File: config.mk
export PLATFORM = sky130hd
export DESIGN_NAME = bads_ctrl
export DESIGN_NICKNAME = d
export VERILOG_FILES = /design/src/rtl/bads_pkg.sv /design/src/rtl/bads_ctrl.sv
export SDC_FILE = /design/constraint.sdc
export NUM_CORES = 1
export LEC_CHECK = 0
export BUFFER_PORTS_ARGS = -buffer_cell sky130_fd_sc_hd__clkbuf_2
export CORE_UTILIZATION = 44
export CTS_BUF_LIST = sky130_fd_sc_hd__clkbuf_16
export CTS_CLUSTER_SIZE = 24
export DETAILED_ROUTE_END_ITERATION = 8
export PLACE_DENSITY = 0.8
export RECOVER_POWER = 50
export SLEW_MARGIN = 10
export SYNTH_ARGS = -nofsm -noshare
export SYNTH_HDL_FRONTEND = slang
export SYNTH_SLANG_ARGS = --single-unit
File: constraint.sdc
create_clock -name clk -period 1.45 [get_ports clk]
set_input_delay 0.2175 -clock clk [delete_from_list [all_inputs] [get_ports clk]]
set_output_delay 0.2175 -clock clk [all_outputs]
set_load 0.02 [all_outputs]
File: src/rtl/bads_pkg.sv
`timescale 1ns / 1ps
// ----------------------------------------------------------------------------
// bads_pkg
// shared constants, types and helpers of the block average downscaler
// ----------------------------------------------------------------------------
package bads_pkg;

  localparam int MAX_DST_WIDTH = 256;
  localparam int MAX_SRC_DIM   = 2048;
  localparam int DST_H_LIMIT   = 256;
  localparam int POS_W         = 11;
  localparam int IDX_W         = 9;
  localparam int ADDR_W        = 8;
  localparam int SUM_W         = 32;
  localparam int CNT_W         = 24;
  localparam int DIV_W         = 32;
  localparam int SRC_W         = 12;
  localparam int DST_W         = 9;

  typedef enum logic [1:0] {
    REG_SRC_WIDTH  = 2'd0,
    REG_SRC_HEIGHT = 2'd1,
    REG_DST_WIDTH  = 2'd2,
    REG_DST_HEIGHT = 2'd3
  } cfg_reg_t;

  typedef enum logic [1:0] {
    CH_BLUE  = 2'd0,
    CH_GREEN = 2'd1,
    CH_RED   = 2'd2
  } ch_t;

  typedef enum logic [3:0] {
    ST_IDLE,
    ST_RD,
    ST_ACC,
    ST_MEAN_GO,
    ST_MEAN_WAIT,
    ST_OUT,
    ST_END,
    ST_EDGE_GO,
    ST_EDGE_WAIT
  } state_t;

  typedef struct packed {
    logic accept;
    logic rd;
    logic acc;
    logic mean_start;
    logic mean_load;
    ch_t  ch;
    logic out_load;
    logic end_step;
    logic edge_start;
    logic edge_load;
    logic edge_row;
  } cmd_t;

  typedef struct packed {
    logic emit;
    logic div_busy;
    logic div_done;
    logic out_free;
    logic need_row;
    logic need_col;
  } sts_t;

  function automatic logic [SRC_W-1:0] eff_src(input logic [SRC_W-1:0] v);
    logic [SRC_W-1:0] w;
    w = v;
    if (w == '0) w = SRC_W'(1);
    if (w > SRC_W'(MAX_SRC_DIM)) w = SRC_W'(MAX_SRC_DIM);
    return w;
  endfunction

  function automatic logic [DST_W-1:0] eff_dst(input logic [DST_W-1:0] v,
                                               input logic [SRC_W-1:0] lim,
                                               input logic [SRC_W-1:0] s);
    logic [SRC_W-1:0] w;
    w = SRC_W'(v);
    if (w == '0) w = SRC_W'(1);
    if (w > lim) w = lim;
    if (w > s) w = s;
    return w[DST_W-1:0];
  endfunction

endpackage

File: src/rtl/bads_ctrl.sv
`timescale 1ns / 1ps
// ----------------------------------------------------------------------------
// bads_ctrl
// sequencer of one source pixel: accumulate, divide, output, edge updates
// ----------------------------------------------------------------------------
module bads_ctrl import bads_pkg::*; (
  input  logic clk,
  input  logic rst_n,
  input  logic in_valid,
  input  logic in_frame_start,
  output logic in_stall,
  input  sts_t sts,
  output cmd_t cmd
);

  state_t state_r, state_nxt;
  ch_t    ch_r, ch_nxt;
  logic   need_row_r, need_row_nxt;
  logic   need_col_r, need_col_nxt;
  logic   front_r, front_nxt;
  logic   kind_r, kind_nxt;

  always_ff @(posedge clk) begin
    if (!rst_n) begin
      state_r    <= ST_EDGE_GO;
      ch_r       <= CH_BLUE;
      need_row_r <= 1'b1;
      need_col_r <= 1'b1;
      front_r    <= 1'b0;
      kind_r     <= 1'b0;
    end else begin
      state_r    <= state_nxt;
      ch_r       <= ch_nxt;
      need_row_r <= need_row_nxt;
      need_col_r <= need_col_nxt;
      front_r    <= front_nxt;
      kind_r     <= kind_nxt;
    end
  end

  // next state
  always_comb begin
    state_nxt    = state_r;
    ch_nxt       = ch_r;
    need_row_nxt = need_row_r;
    need_col_nxt = need_col_r;
    front_nxt    = front_r;
    kind_nxt     = kind_r;
    case (state_r)
      ST_IDLE: begin
        if (in_valid) begin
          if (in_frame_start) begin
            need_row_nxt = 1'b1;
            need_col_nxt = 1'b1;
            front_nxt    = 1'b1;
            state_nxt    = ST_EDGE_GO;
          end else begin
            state_nxt = ST_RD;
          end
        end
      end
      ST_RD: state_nxt = ST_ACC;
      ST_ACC: begin
        ch_nxt    = CH_BLUE;
        state_nxt = sts.emit ? ST_MEAN_GO : ST_END;
      end
      ST_MEAN_GO: state_nxt = ST_MEAN_WAIT;
      ST_MEAN_WAIT: begin
        if (sts.div_done) begin
          case (ch_r)
            CH_BLUE: begin
              ch_nxt    = CH_GREEN;
              state_nxt = ST_MEAN_GO;
            end
            CH_GREEN: begin
              ch_nxt    = CH_RED;
              state_nxt = ST_MEAN_GO;
            end
            default: state_nxt = ST_OUT;
          endcase
        end
      end
      ST_OUT: if (sts.out_free) state_nxt = ST_END;
      ST_END: begin
        need_row_nxt = sts.need_row;
        need_col_nxt = sts.need_col;
        front_nxt    = 1'b0;
        state_nxt    = ST_EDGE_GO;
      end
      ST_EDGE_GO: begin
        if (need_row_r) begin
          kind_nxt  = 1'b1;
          state_nxt = ST_EDGE_WAIT;
        end else if (need_col_r) begin
          kind_nxt  = 1'b0;
          state_nxt = ST_EDGE_WAIT;
        end else begin
          state_nxt = front_r ? ST_RD : ST_IDLE;
        end
      end
      ST_EDGE_WAIT: begin
        if (sts.div_done) begin
          if (kind_r) need_row_nxt = 1'b0;
          else need_col_nxt = 1'b0;
          state_nxt = ST_EDGE_GO;
        end
      end
      default: state_nxt = ST_IDLE;
    endcase
  end

  // outputs
  always_comb begin
    cmd      = '0;
    cmd.ch   = ch_r;
    in_stall = 1'b1;
    case (state_r)
      ST_IDLE: begin
        in_stall   = 1'b0;
        cmd.accept = in_valid;
      end
      ST_RD:        cmd.rd = 1'b1;
      ST_ACC:       cmd.acc = 1'b1;
      ST_MEAN_GO:   cmd.mean_start = 1'b1;
      ST_MEAN_WAIT: cmd.mean_load = sts.div_done;
      ST_OUT:       cmd.out_load = sts.out_free;
      ST_END:       cmd.end_step = 1'b1;
      ST_EDGE_GO: begin
        cmd.edge_start = need_row_r || need_col_r;
        cmd.edge_row   = need_row_r;
      end
      ST_EDGE_WAIT: begin
        cmd.edge_load = sts.div_done;
        cmd.edge_row  = kind_r;
      end
      default: ;
    endcase
  end

endmodule

==> results of run 1 <==
-- synth_stat cells, types with 2 or more instances --
| cell | number | area share, % |
|---|---|---|
| nand3_1 | 4 | 2.6 |
| o21ai_0 | 4 | 2.6 |
| nor4b_2 | 2 | 4.0 |
| nand2_1 | 8 | 4.0 |
| dfxtp_1 | 10 | 26 |
| nand3b_1 | 2 | 2.0 |
| o31ai_1 | 2 | 2.0 |
| nand2b_1 | 2 | 1.6 |
| buf_2 | 5 | 3.3 |
| nor2b_1 | 6 | 5.0 |
| and3_1 | 4 | 3.3 |
| or4_1 | 2 | 2.0 |
| a22oi_1 | 2 | 2.0 |
| nor3_1 | 3 | 2.0 |
| mux2i_1 | 2 | 2.6 |
| inv_1 | 2 | 0.99 |
| a21boi_0 | 2 | 2.0 |
| o2bb2ai_1 | 2 | 2.3 |
| a21oi_1 | 4 | 2.6 |
| a31oi_1 | 2 | 1.6 |
| and2_1 | 2 | 1.6 |
| nor2_1 | 7 | 3.5 |
-- final timing paths --
kind              slack, ns    endpoint       start
hold reg to reg        0.51      kind_r      kind_r
hold / removal         0.27  state_r[0]      sts[2]
setup reg to reg      -0.07  state_r[0]  state_r[2]
setup / recovery      -0.10      cmd[0]  state_r[2]
-- power groups by stage --
stage	Clock, µW	Sequential (µW)	Combinational, µW
2_1_floorplan	0	469	932
3_3_place_gp	0	492	1270
3_5_place_dp	0	499	1290
4_1_cts	506	545	1510
5_1_grt	523	578	1940
6_report	499	566	1820
-- per-stage QoR --
step,instance area (µm²),cells,hold WS (ns),total power [µW],setup TNS [ns]
6_report,1200,148,0.267,2880,-0.570
2_1_floorplan,758,98,0.379,1400,0
3_3_place_gp,930,139,0.483,1760,0
4_1_cts,1130,147,0.250,2560,-0.474
5_1_grt,1200,148,0.286,3040,-1.31
3_5_place_dp,930,139,0.491,1790,-0.0452
-- area by class of cell --
type | instances | area [µm²] | share of cell area (%)
clock buffer | 3 | 75.1 | 6.24
clock inverter | 1 | 3.75 | 0.312
inverter | 3 | 11.3 | 0.936
multi-input combinational | 78 | 597 | 49.6
sequential | 10 | 213 | 17.7
tap | 16 | 20.0 | 1.66
timing repair buffer | 37 | 284 | 23.6
-- logic make-up (layout without fill, tap and decap cells) --
kind of cell	Yosys count	after routing	share of synthesized area (%)
buf+inv	10	44	6.27
simple gates	47	47	37.0
flops	10	10	26.4
compound gates	29	29	27.7
mux	2	2	2.64
-- per-layer routing --
layer,global-route usage (%),part of all wire [%]
met3,7.50,7.7
met5,0,0
met2,44.8,51
met1,33.3,39
met4,11.3,2.2
-- placed cells by master, fill, tap and decap left out, types with 3 or more instances in the layout --
cell / Yosys / final
nand2_1: 8 / 6
buf_4: 1 / 17
nor2b_1: 6 / 4
clkbuf_16: 0 / 3
o21ai_0: 4 / 4
dfxtp_1: 10 / 6
a21oi_1: 4 / 3
nor2_2: 0 / 4
and3_1: 4 / 3
clkbuf_2: 0 / 9
buf_6: 0 / 3
nand3_1: 4 / 4
dfxtp_4: 0 / 3
-- critical path, stage by stage (launching register included) --
cell     delay (ns)
dfxtp_4        0.40
and3b_1        0.19
buf_4          0.14
nand3_1        0.14
nand2_2        0.13
buf_8          0.11
-- flip-flops by register name (all words and copies together), names as in the netlist --
register	cells
ch_r	2
front_r	1
kind_r	1
need_col_r	1
need_row_r	1
state_r	4
-- timing repair --
action	4_1_cts	5_1_grt
gates resized for setup	28	25
cloned	1	0
pin swaps	5	7
endpoints found under the hold margin	0	0
setup endpoints to repair	14	16
setup buffers	3	1
==> results.md, run 1 <==
- Main synth FF type: dfxtp_1
- Status: finished, violations left
- HPWL Detailed: 1.40 mm
- FMAX: 0.644 GHz
- Synth Net Count: 108
- Die Wd: ~44 µm
- Gp weighted congestion: ~0.84
- Clock share of power: approximately 17%
- Leakage power: between 0.0005 and 0.0006 µW
- Io pins: 23
- Final WL: roughly 2.7 mm
- Final setup fails: 12
- Nets: 143
- Crit-path max FO: 8
- Yosys cell types: 41
- Total GRT Usage: between 20% and 30%
- Die H: 43.5 µm
- Initial antenna violation count: 0
- CTS H-tree depth: 1
- Critical path type: reg2out
- Fraction of layout cells with a size suffix above 1: 48.5%
- Final Max Tran Viols: 0
- Syn avg cell area: just under 8 µm²
- Initial core utilization: approximately half
- Number of synthesized flops with an enable pin: 0
- Drt via density: around 6.3
- Max-Cap Viols: 0
- Reg2Reg Depth: 4
- Synth Cell Area: between 700 and 800 µm²
- Wirelength per Cell: ~18 µm
- CP Launch Type: register
- Post-Synthesis Cells: 98
- Slew HR: 74.6%
- Worst min-delay path class: in2reg
- Sequential area share after synthesis: 26.4%
- FF+latch count, synth: 10
- P_int: 1610 µW
- Maximum VDD drop: roughly 0.0013 V
- Switching power: 1270 µW
- Hold Path Depth: 2
- CP required: approximately 1.2 ns
- Core ar.: ~0.0016 mm²
- Worst setup EP type: output pin
- Sw Share: 44.2%
- Routed Antenna Nets: 0
- Area grow syn2layout: 58.7%
- Final setup margin: -0.103 ns
- Dpl ws: -0.0356 ns
- Final Cycle Share: 107%
- Clock buffer depth: 2
- Grt ovf: 0
- Vias in the first global route: 791
- Drt pass-1 iters: 6
- Port-buffer cells: 21
- Sequential power share: 19.6%
- Cts bufs inserted: 3
- Clk slew on worst S/H paths: 0.04 ns
- Iteration-0 DRC Markers: 65
- TritonCTS clock tree: yes
- Max Clock Skew: about 0.00050 ns
- Remaining DRCs: 5
- YS warnings: 0
- Failing checks: DRC, setup timing
- RSZ-0062 raised after global routing: true
- # diodes: 0
- Worst Max-Slew Pin Slew: about 0.38 ns
- Die Footprint: 0.00189 mm²
- Worst Path Arrival: between 1 and 1.5 ns
- Final worst path period need: about 1.6 ns
- Global-route wire length before repair: around 3.7 mm
- Clock Latency Late Sink: ~0.24 ns
- Async set-reset flop share out of synthesis: 0%
- Sink Count: 10
- Rows: 14
- Fillcell total: between 100 and 150
- Clk root buf: clkbuf_16
- Finished Core Util: between 70% and 80%
- CTS Hold Bufs: 0
- Largest net degree at the start of global routing: 14
- Combinational Power Share: 63.1%
- Vias: just over 900
- Power per standard cell area: around 2400 mW/mm²
- Final Hold Violating Endpoints: 0
Power figures use the tool's default switching activity.
==> run 2, diff against run 1 <==
--- a/config.mk
+++ b/config.mk
@@ -5,13 +5,18 @@
 export SDC_FILE = /design/constraint.sdc
 export NUM_CORES = 1
 export LEC_CHECK = 0
+export ABC_AREA = 1
 export BUFFER_PORTS_ARGS = -buffer_cell sky130_fd_sc_hd__clkbuf_2
-export CORE_UTILIZATION = 44
+export CELL_PAD_IN_SITES_DETAIL_PLACEMENT = 1
+export CELL_PAD_IN_SITES_GLOBAL_PLACEMENT = 2
+export CORE_ASPECT_RATIO = 2
+export CORE_UTILIZATION = 22
 export CTS_BUF_LIST = sky130_fd_sc_hd__clkbuf_16
 export CTS_CLUSTER_SIZE = 24
 export DETAILED_ROUTE_END_ITERATION = 8
-export PLACE_DENSITY = 0.8
+export PLACE_DENSITY = 0.79
 export RECOVER_POWER = 50
+export SKIP_CTS_REPAIR_TIMING = 1
 export SLEW_MARGIN = 10
 export SYNTH_ARGS = -nofsm -noshare
 export SYNTH_HDL_FRONTEND = slang
==> results.md, run 2 <==
- Maximum VDD drop: 0.000917 V (-31%)
- Io pins: 23 (unchanged)
- Synth Net Count: 132 (+22%)
- Global-route wire length before repair: 4.13 mm (+11%)
- YS warnings: 0 (unchanged)
- Commonest cells after routing, fill and taps aside: nand2_1 (28), inv_1 (19), buf_4 (17)
- Vias in the first global route: 926 (+17%)
- FMAX: 0.695 GHz (+8.0%)
- Fraction of layout cells with a size suffix above 1: 40.3% (-8.2 points)
- Vias: 916 (-1.4%)
- CP cell instances: inv_4, nand2_2, nor2_4, nand2_2, nand2_1, buf_4
- Final worst path period need: 1.44 ns (-0.115 ns)
- Sequential area share after synthesis: 26.5% (+0.087 points)
- Async set-reset flop share out of synthesis: 0% (unchanged)
- Sw Share: 46.4% (+2.2 points)
- Worst setup EP type: output pin
- Remaining DRCs: 2 (-3)
- Post-synth top area share: 26.5% (+0.087 points)
- CP max stage delay: 0.36 ns (-0.04 ns)
- Status: finished, violations left
- Rows: 29 (+15)
- Slew HR: 83.4% (+8.8 points)
- Cts bufs inserted: 3 (unchanged)
- Core ar.: 0.00323 mm² (+110%)
- Clk slew on worst S/H paths: 0.04 ns (about the same)
- HPWL Detailed: 2.08 mm (+49%)
- Reg2reg setup slack: 0.08 ns (+0.15 ns)
- Top reg by flops: state_r
- Leakage power: 0.000622 µW (+19%)
- Largest register FFs: 4 (unchanged)
- DP Area: 922 µm² (-0.81%)
- Die H: 84.9 µm (+95%)
- Combinational Power Share: 59.2% (-3.9 points)
- Total GRT Usage: 16.2% (-11 points)
- Drt pass-1 iters: 5 (-1)
- Dominant cell type by area after synthesis: dfxtp_1
- Biggest regs: state_r x4, ch_r x2
- Switching power: 1200 µW (-5.8%)
- Final WL: 2.79 mm (+3.0%)
- Clk root buf: clkbuf_16
- Iteration-0 DRC Markers: 11 (-83%)
- Sequential power share: 21.3% (+1.7 points)
- Worst min-delay path class: in2reg
- CP Launch Type: register
- Initial antenna violation count: 0 (unchanged)
- Port-buffer cells: 21 (unchanged)
- Synth Cell Area: 756 µm² (-0.33%)
- Failing checks: DRC
- Clock Latency Late Sink: 0.24 ns (about the same)
- Initial core utilization: 23.4% (-25 points)
- Sink Count: 10 (unchanged)
- Routed Antenna Nets: 0 (unchanged)
- Area grow syn2layout: 52.8%
- Final Hold Violating Endpoints: 0 (unchanged)
- CP required: 1.23 ns (about the same)
- Number of synthesized flops with an enable pin: 0 (unchanged)
- Post-Synthesis Cells: 122 (+24%)
- Final Cycle Share: 99.2% (-7.9 points)
- Tot Pwr: 2590 µW (-10%)
- Max-Cap Viols: 0 (unchanged)
- CTS H-tree depth: 1 (unchanged)
- Yosys cell types: 17 (-59%)
- CP delay by family, top: simple AND/OR/NAND/NOR gates
- # diodes: 0 (unchanged)
- Worst Path Arrival: 1.22 ns (-0.12 ns)
- CP max stage cell: dfxtp_4
- Wirelength per Cell: 14.7 µm (-20%)
- Crit-path max FO: 4 (-4)
- Count leader, synth: nand2_1
- Post-route cell area: 0.00115 mm² (-4.1%)
- Gp weighted congestion: 0.757 (-10%)
- Commonest non-fill, non-tap cell in the layout: nand2_1
- TritonCTS clock tree: yes
- Synth top area cells: dfxtp_1 (26%), nand2_1 (15%), inv_1 (10%)
- Power per standard cell area: 2240 mW/mm² (-6.6%)
- Final Max Tran Viols: 0 (unchanged)
- FF+latch count, synth: 10 (unchanged)
- Syn avg cell area: 6.19 µm² (-20%)
- Nets: 170 (+19%)
- CP dominant cell by count: nand2_2
- Critical path type: reg2out
- Final setup fails: 0 (-12)
- Top cells by count, synth: nand2_1 (30), inv_1 (21), nor2_1 (15), nand3_1 (13), dfxtp_1 (10)
- Max Clock Skew: 0.00128 ns (+0.000781 ns)
- Clock buffer depth: 2 (unchanged)
- Worst Max-Slew Pin Slew: 0.249 ns (-0.129 ns)
- Die Wd: 43.4 µm (-0.15%)
- Main synth FF type: dfxtp_1
- Clock share of power: 19.5% (+2.2 points)
- Die Footprint: 0.00369 mm² (+95%)
- Largest net degree at the start of global routing: 10 (-4)
- Drt via density: 4.82 (-23%)
- Bufs and invs on worst path: 2 (unchanged)
- P_int: 1390 µW (-14%)
- RSZ-0062 raised after global routing: true
- Grt ovf: 0 (unchanged)
-- run 2: worst paths after layout --
path,start,endpoint,cells past startpoint
setup / recovery,state_r[3],cmd[0],6
hold / removal,rst_n,state_r[1],2
setup reg to reg,state_r[3],state_r[1],9
hold reg to reg,need_col_r,need_col_r,2
-- run 2: kinds of logic (layout without fill, tap and decap cells) --
logic type | Yosys count | in the layout | synth area share, %
simple gates | 81 | 81 | 56.3
compound gates | 8 | 8 | 5.30
buf+inv | 23 | 60 | 11.9
flops | 10 | 10 | 26.5
-- run 2: worst reg2reg max path, cell delays in order (launching register included) --
cell	delay, ns
dfxtp_4	0.36
inv_4	0.08
buf_4	0.11
nand3_2	0.10
nor2_1	0.17
nand2_1	0.13
nand2_1	0.10
nor2_1	0.08
o21ai_1	0.08
nand2_1	0.05
-- run 2: through the flow --
stage | TNS [ns] | std cells | hold slack, ns | util (%) | setup WS (ns)
after detailed placement | 0 | 177 | 0.451 | 28.6 | 0.0528
after floorplan | 0 | 122 | 0.286 | - | 0.155
after global placement | 0 | 177 | 0.451 | 28.6 | 0.0773
final | 0 | 190 | 0.202 | 35.8 | 0.0119
after global routing | -0.176 | 190 | 0.207 | 35.8 | -0.0471
after CTS | -1.06 | 181 | 0.200 | 31.0 | -0.244
-- run 2: power by group through the flow --
stage | sequential, µW | clock (µW) | combinational [µW]
CTS | 500 | 514 | 1280
global route | 572 | 520 | 1670
detailed placement | 498 | 0 | 1270
floorplan | 508 | 0 | 881
finish | 551 | 504 | 1530
global placement | 492 | 0 | 1250
-- run 2: layout make-up --
cell class                      count  area, µm²
Sequential cell                    10        213
Multi-Input combinational cell     89        502
Tap cell                           31       38.8
Timing Repair Buffer               34        238
Fill cell                         414       2070
Clock inverter                      1       3.75
Inverter                           22       85.1
Clock buffer                        3       75.1
-- run 2: layer usage --
layer | routed length, µm | share of wire, % | vias to the layer above | global-route usage [%]
li1 | - | - | 452 | -
met1 | 879 | 31 | 438 | 13.3
met2 | 1700 | 61 | 17 | 31.3
met3 | 88 | 3.1 | 9 | 3.19
met4 | 126 | 4.5 | 0 | 11.9
met5 | 0 | 0 | - | 0
